`src/rtl/order1_byte_frequency_model_unit_defines.svh`:
```
// Assertion macros for the order-1 byte frequency model
`ifndef ORDER1_BYTE_FREQUENCY_MODEL_UNIT_DEFINES_SVH
`define ORDER1_BYTE_FREQUENCY_MODEL_UNIT_DEFINES_SVH
`ifndef NO_ASSERTIONS
`define OBFM_ASSERT_IMP(label, ante, cons) \
  label: assert property (@(posedge clk) disable iff (rst) (ante) |-> (cons)) \
    else $error("obfm assertion failed");
`define OBFM_ASSERT_NXT(label, ante, cons) \
  label: assert property (@(posedge clk) disable iff (rst) (ante) |=> (cons)) \
    else $error("obfm assertion failed");
`else
`define OBFM_ASSERT_IMP(label, ante, cons)
`define OBFM_ASSERT_NXT(label, ante, cons)
`endif
`endif

```
`src/rtl/obfm_pkg.sv`:
```
package obfm_pkg;

  localparam logic FUNC_QUERY  = 1'b0;
  localparam logic FUNC_UPDATE = 1'b1;

  localparam logic [14:0] COUNT_ONE       = 15'd1;
  localparam logic [15:0] COUNT_MAX       = 16'd32767;
  localparam logic [16:0] TOTAL_MAX       = 17'd65535;
  localparam logic [15:0] THRESHOLD_RESET = 16'd16384;
  localparam logic [15:0] PROB_MAX        = 16'hFFFF;

  // one request after index clamping
  typedef struct packed {
    logic       func;
    logic [7:0] row;
    logic [7:0] sym;
  } req_t;

endpackage

```
`src/rtl/obfm_front.sv`:
```
module obfm_front
  import obfm_pkg::*;
#(
  parameter int SYMBOLS = 256
) (
  input  logic       clk,
  input  logic       rst,
  input  logic       in_valid,
  output logic       in_stall,
  input  logic       func,
  input  logic [7:0] context_byte,
  input  logic [7:0] symbol,
  output logic       q_valid,
  output req_t       q_data,
  input  logic       q_pop
);

  localparam logic [8:0] SYM_LIM  = 9'(SYMBOLS);
  localparam logic [7:0] SYM_LAST = 8'(SYMBOLS - 1);

  req_t       slot [2];
  logic       wr_ptr;
  logic       rd_ptr;
  logic [1:0] fill;
  logic       push;
  req_t       req_in;

  always_comb begin
    req_in.func = func;
    req_in.row  = ({1'b0, context_byte} >= SYM_LIM) ? SYM_LAST : context_byte;
    req_in.sym  = ({1'b0, symbol} >= SYM_LIM) ? SYM_LAST : symbol;
  end

  assign in_stall = (fill == 2'd2);
  assign push     = in_valid && !in_stall;
  assign q_valid  = (fill != 2'd0);
  assign q_data   = slot[rd_ptr];

  always_ff @(posedge clk) begin
    if (push) begin
      slot[wr_ptr] <= req_in;
    end
  end

  always_ff @(posedge clk) begin
    if (rst) begin
      wr_ptr <= 1'b0;
      rd_ptr <= 1'b0;
      fill   <= 2'd0;
    end else begin
      if (push) begin
        wr_ptr <= ~wr_ptr;
      end
      if (q_pop) begin
        rd_ptr <= ~rd_ptr;
      end
      fill <= fill + 2'(push) - 2'(q_pop);
    end
  end

endmodule

```
`config.mk`:
```
export PLATFORM = sky130hd
export DESIGN_NAME = obfm_front
export DESIGN_NICKNAME = d
export VERILOG_FILES = /design/src/rtl/order1_byte_frequency_model_unit_defines.svh /design/src/rtl/obfm_pkg.sv /design/src/rtl/obfm_front.sv
export SDC_FILE = /design/constraint.sdc
export NUM_CORES = 1
export LEC_CHECK = 0
export BUFFER_PORTS_ARGS = -buffer_cell sky130_fd_sc_hd__buf_2
export CAP_MARGIN = 25
export CORE_MARGIN = 10
export CORE_UTILIZATION = 50
export DETAILED_ROUTE_END_ITERATION = 10
export PLACE_DENSITY = 0.82
export SLEW_MARGIN = 15
export SYNTH_ARGS = -nofsm -noshare
export SYNTH_HDL_FRONTEND = slang
export SYNTH_SLANG_ARGS = --single-unit
```
`constraint.sdc`:
```
create_clock -name clk -period 1.9 [get_ports clk]
set_input_delay 0 -clock clk [delete_from_list [all_inputs] [get_ports clk]]
set_output_delay 0 -clock clk [all_outputs]
set_load 0.02 [all_outputs]
```
### After elaboration in Yosys (flattened, before gate mapping)

Memory sizes are Yosys's and may differ from the RTL's. A register that Yosys moved wholly into a read port is not among the register bits.
Cells that the tools add are included.

| cells by class | value |
|---|---|
| reductions and logical operators | 3 |
| eq/ne operators | 1 |
| bitwise logic cells | 2 |
| $add $sub $neg | 2 |
| mux-type cells | 4 |

Operator list:

| cell | count |
|---|---|
| $mux W1 | 4 |
| $add A2 B1 Y2 | 1 |
| $eq A2 B2 Y1 const B | 1 |
| $not A1 Y1 | 2 |
| $reduce_bool A2 Y1 | 1 |
| $sub A2 B1 Y2 | 1 |
| $logic_and A1 B1 Y1 | 1 |
| $logic_not A1 Y1 | 1 |

| storage, ports and cells | value |
|---|---|
| memories kept | 1 |
| bits in writable memories | 34 |
| register bits after elaboration | 4 |
| output and inout bits | 19 |

Memories:

| memory | depth | bits a word | rd ports | clocked after memory_dff | wr ports | line | source |
|---|---|---|---|---|---|---|---|
| slot | 2 | 17 | 1 | 1 | 1 | obfm_front.sv:21 | `req_t slot [2];` |

### Longest topological paths before layout

| logic depth | value |
|---|---|
| depth in word-level cells | 5 |
| depth in mapped cells | 8 |

### Least setup slack after synthesis

Ideal clock, no wire load.

| path | value |
|---|---|
| kind | register -> register |
| start point | reg fill[0] |
| end point | mem slot[0][0] (netlist name) (enable) |
| period minus slack after synthesis | 1569 ps |
| cell stages (with the launch flop) | 5 |
| path slack | 331 ps |
| arrival | 1200 ps |
| buffers on the path | 0 |
| cells stage by stage | dfxtp_1 nand2b_2 inv_2 or3_1 inv_1 |

| between the ends | value |
|---|---|
| longest elaborated chain between the ends | 5 |

RTL lines:

| element | line | source |
|---|---|---|
| start: declaration | obfm_front.sv:24 | `logic [1:0] fill;` |
| start signal: assignment | obfm_front.sv:57 | `fill <= fill + 2'(push) - 2'(q_pop);` |
| $eq A2 B2 Y1 | obfm_front.sv:34 | `assign in_stall = (fill == 2'd2);` |
| via in_stall | obfm_front.sv:9 | `output logic in_stall,` |
| $logic_not A1 Y1 | obfm_front.sv:35 | `assign push = in_valid && !in_stall;` |
| $logic_and A1 B1 Y1 | obfm_front.sv:35 |  |
| $mux W1 | obfm_front.sv:40 | `if (push) begin` |
| $mux W1 (implied by the code) | obfm_front.sv:41 | `slot[wr_ptr] <= req_in;` |
| end: declaration | obfm_front.sv:21 |  |

The timed path passes the listed nets, and every way through them passes these cells.

==> impl.org <==
** Outcome
- The run finished with clean final reports.

** Floorplanning
- The floorplan has 19 rows.
- I/O Pins :: 40
- Core area :: 0.00278 mm2
- The floorplan step defined a die boundary enclosing approximately 0.0055 mm2.
- In this run the horizontal extent of the chip is 73.9 um.
- From bottom edge to top edge, the die measures 73.9 um.
- For this configuration, the core starts out at a cell density of 52.3%.

** Clocking
- Number of sinks driven by the clock tree :: 39
- After clock tree synthesis, the clock-pin slew on the worst setup and hold paths is 0.11 ns.
- The later pin in the worst-skew pair is clocked with a latency of 0.34 ns.
- CTS-repair resized insts :: 0
- Number of buffers inserted by post-CTS setup repair :: 0
- Htree depth :: 2
- TritonCTS built the clock tree.
- No sink is reached through more buffers than the 2 on the longest clock path.
- # hold bufs at CTS :: 20
- TritonCTS buffer count :: 5
- Root Buffer Master :: sky130_fd_sc_hd__clkbuf_4

** Pwr
- Total leakage power :: slightly above 0.8 nW
- Cell internal power was estimated by the tool at 1.71 mW.
- VDD sags by at most around 0.83 mV.
- Sequential fraction of design power :: 48.4%
- Net switching power of the design :: ~0.59 mW
- Net Sw Frac :: 25.7%
- In this run, the combinational gates consume 22.6% of the power.
- Power density of the placed cells :: 1150 mW/mm2
- After layout, the design draws a total of approximately 2.3 mW.
- Clock share of power :: 29.1%

** Placed design
- The placed instances occupy a cell area of 0.00170 mm2.
- At the end of routability-driven placement, the weighted congestion stood at 0.710.
- Timing analysis after detailed placement gives a worst setup slack of 0.374 ns.
- Total half-perimeter wirelength after legalization and detailed placement :: 1950 um
- Post-Place Cells :: 149
- Count of buffers inserted at the top-level ports :: 39

** Global route
- Vias in the first global route :: 982
- Entering global routing, the biggest net connects 18 pins.
- Across every metal layer, demand over resource in global routing totals 11.1%.
- The first global-routing pass estimated between 4000 and 5000 um of wire.
- GR Overflow Total :: 0
- The initial antenna violation count is 0.

** Final layout
- After filler insertion, the fill cell instance count of the layout stands at 187.
- 0 antenna diodes ended up in the layout.
- Total number of nets in the final design :: about 170
- Post-route design area :: approximately 0.0020 mm2
- Synth-to-layout area growth :: 37.2%
- Layout cells sized above 1 :: 47.9%
- At the end of the flow the core is filled with cells to 71.8%.
- Non-filler cells in the finished layout :: 177

** Logic synthesis
- A synthesized cell averages 18.7 um2.
- Yosys printed 0 warnings.
- Counting every net in the synthesized netlist gives 101.
- Mapped Cells :: 78
- Synthesized flop and latch total :: 39
- In this run, distinct cell masters in the synthesized netlist total 19.
- The synthesized netlist occupies a cell area of 0.00146 mm2.
- Sequential fraction of the synthesis area :: around 77%

** Setup path
- The worst setup path is captured at a primary output.
- Setup Crit Path Kind :: flop to primary output
- Setup crit start kind :: flop
- Worst-path fanout max :: 10
- The worst register-to-register path begins at fill[0]$_SDFF_PP0_.
- Arrival time at the worst endpoint :: between 1.5 and 2 ns
- STA puts the critical path data required time at approximately 1.9 ns.

** Detailed routing
- The first routing iteration left between 40 and 50 violations.
- ANT nets after route :: 0
- After detailed routing, the number of remaining DRC violations is 0.
- Initial DRT Pass Iterations :: 2
- The final layout contains routed wiring with a total length of 2780 um.
- Vias :: 868
- Routed WL per cell :: 15.7 um
- After detailed routing, the number of vias per cell comes to slightly below 5.

** Hold path
- The path class of the tightest hold or removal check is primary input to flop.
- Min-Delay Startpoint :: in_valid

** STA
- Across the routed clock network, the largest skew measured is 0.00779 ns.
- Worst hold slack :: 0.0498 ns
- Final worst-path setup slack :: 0.247 ns
- Based on the critical path, the design can be clocked at up to 605 MHz.
- The number of hold violations in the final report was 0.
- The number of pins exceeding their max-slew limit in the final report was 0.
- Final count of negative-setup-slack endpoints :: 0
- Headroom to the max-slew limit came out at 72.7%.
- Summed over all failing endpoints, the final setup total negative slack is 0 ns.
- Worst slew pin tran :: slightly above 0.4 ns
- Min cycle time layout :: roughly 1.7 ns
- Unrepaired setup endpoints after global routing :: false
- Post-route fraction of the period consumed by the critical path :: 87.0%

** Run
- The tool flagged a number of max-cap violations equal to 0.
-- power by group through the flow --
stage	registers [mW]	logic (mW)	clock network (mW)
after floorplan	1.11	0.334	0
after global placement	1.12	0.474	0
after detailed placement	1.13	0.493	0
after CTS	1.11	0.528	0.684
after global routing	1.13	0.573	0.721
final	1.11	0.519	0.668
-- cells in the mapped netlist (all sizes together) --
cell | n | area (um2)
nor2 | 3 | 11.3
buf | 2 | 16.3
edfxtp | 34 | 1020
o21ai | 1 | 5.00
or3 | 1 | 6.26
inv | 4 | 15.0
nand2b | 1 | 8.76
or2 | 1 | 6.26
xor2 | 1 | 8.76
xnor2 | 2 | 17.5
mux2 | 17 | 191
nor2b | 1 | 6.26
a21oi | 1 | 5.00
dfxtp | 5 | 100
nand2 | 1 | 3.75
ha | 2 | 25.0
and3 | 1 | 7.51
-- flip-flops by register name, summed over array words and instances, names as in the netlist, named ones only --
signal,count
slot,34
rd_ptr,1
fill,2
wr_ptr,1
-- kinds of logic after synthesis --
group / after synthesis / synth area share (%)
DFF: 39 / 77.0
muxes: 17 / 13.2
and+or+nand+nor: 9 / 3.44
buffers and inverters: 6 / 2.15
xor gates and xnor gates: 3 / 1.81
AOI/OAI and AO/OA: 2 / 0.687
adders and majority gates: 2 / 1.72
-- path summary, 6_finish.rpt --
path | end | slack (ns) | cells after the start
min | wr_ptr$_SDFFE_PP0P_ | 0.05 | 4
min reg2reg | wr_ptr$_SDFFE_PP0P_ | 0.54 | 2
max reg2reg | fill[1]$_SDFF_PP0_ | 0.38 | 8
max | q_data[14] | 0.25 | 3
-- cells in the final DEF (no fill, tap or decap), drive strengths merged --
master / count
o21ai: 1
ha: 2
buf: 42
nor2b: 1
mux2: 17
nand2b: 1
nand2: 1
dlygate4sd3: 20
or3: 1
or2: 1
clkbuf: 6
bufinv: 2
xor2: 1
xnor2: 2
a21oi: 1
inv: 4
edfxtp: 34
and3: 1
nor2: 3
dfxtp: 5
-- critical path, cell delays in order, from the launching register on --
cell and delay, ns:
sky130_fd_sc_hd__dfxtp_1 0.53, sky130_fd_sc_hd__buf_4 0.26, sky130_fd_sc_hd__mux2_2 0.35, sky130_fd_sc_hd__buf_2 0.16
-- metal layers --
layer	wire length, um	GRT usage, %	up-vias	share of wire [%]
met5	0	0	-	0
met4	75	5.59	0	2.7
met3	238	5.72	9	8.6
met2	1350	17.9	31	48
met1	1120	11.7	407	40
li1	-	-	421	-
-- final cells by class --
class / instances / area [um2] / area share (%)
flip-flops and latches: 39 / 1120 / 56.1
clock inverters: 2 / 60.1 / 3.01
clock buffers: 6 / 41.3 / 2.07
inverters: 4 / 15.0 / 0.752
repair buffers: 62 / 418 / 20.9
multi-input cells: 33 / 303 / 15.2
well taps: 31 / 38.8 / 1.94
Note: power is estimated with default switching activity, not from simulation.
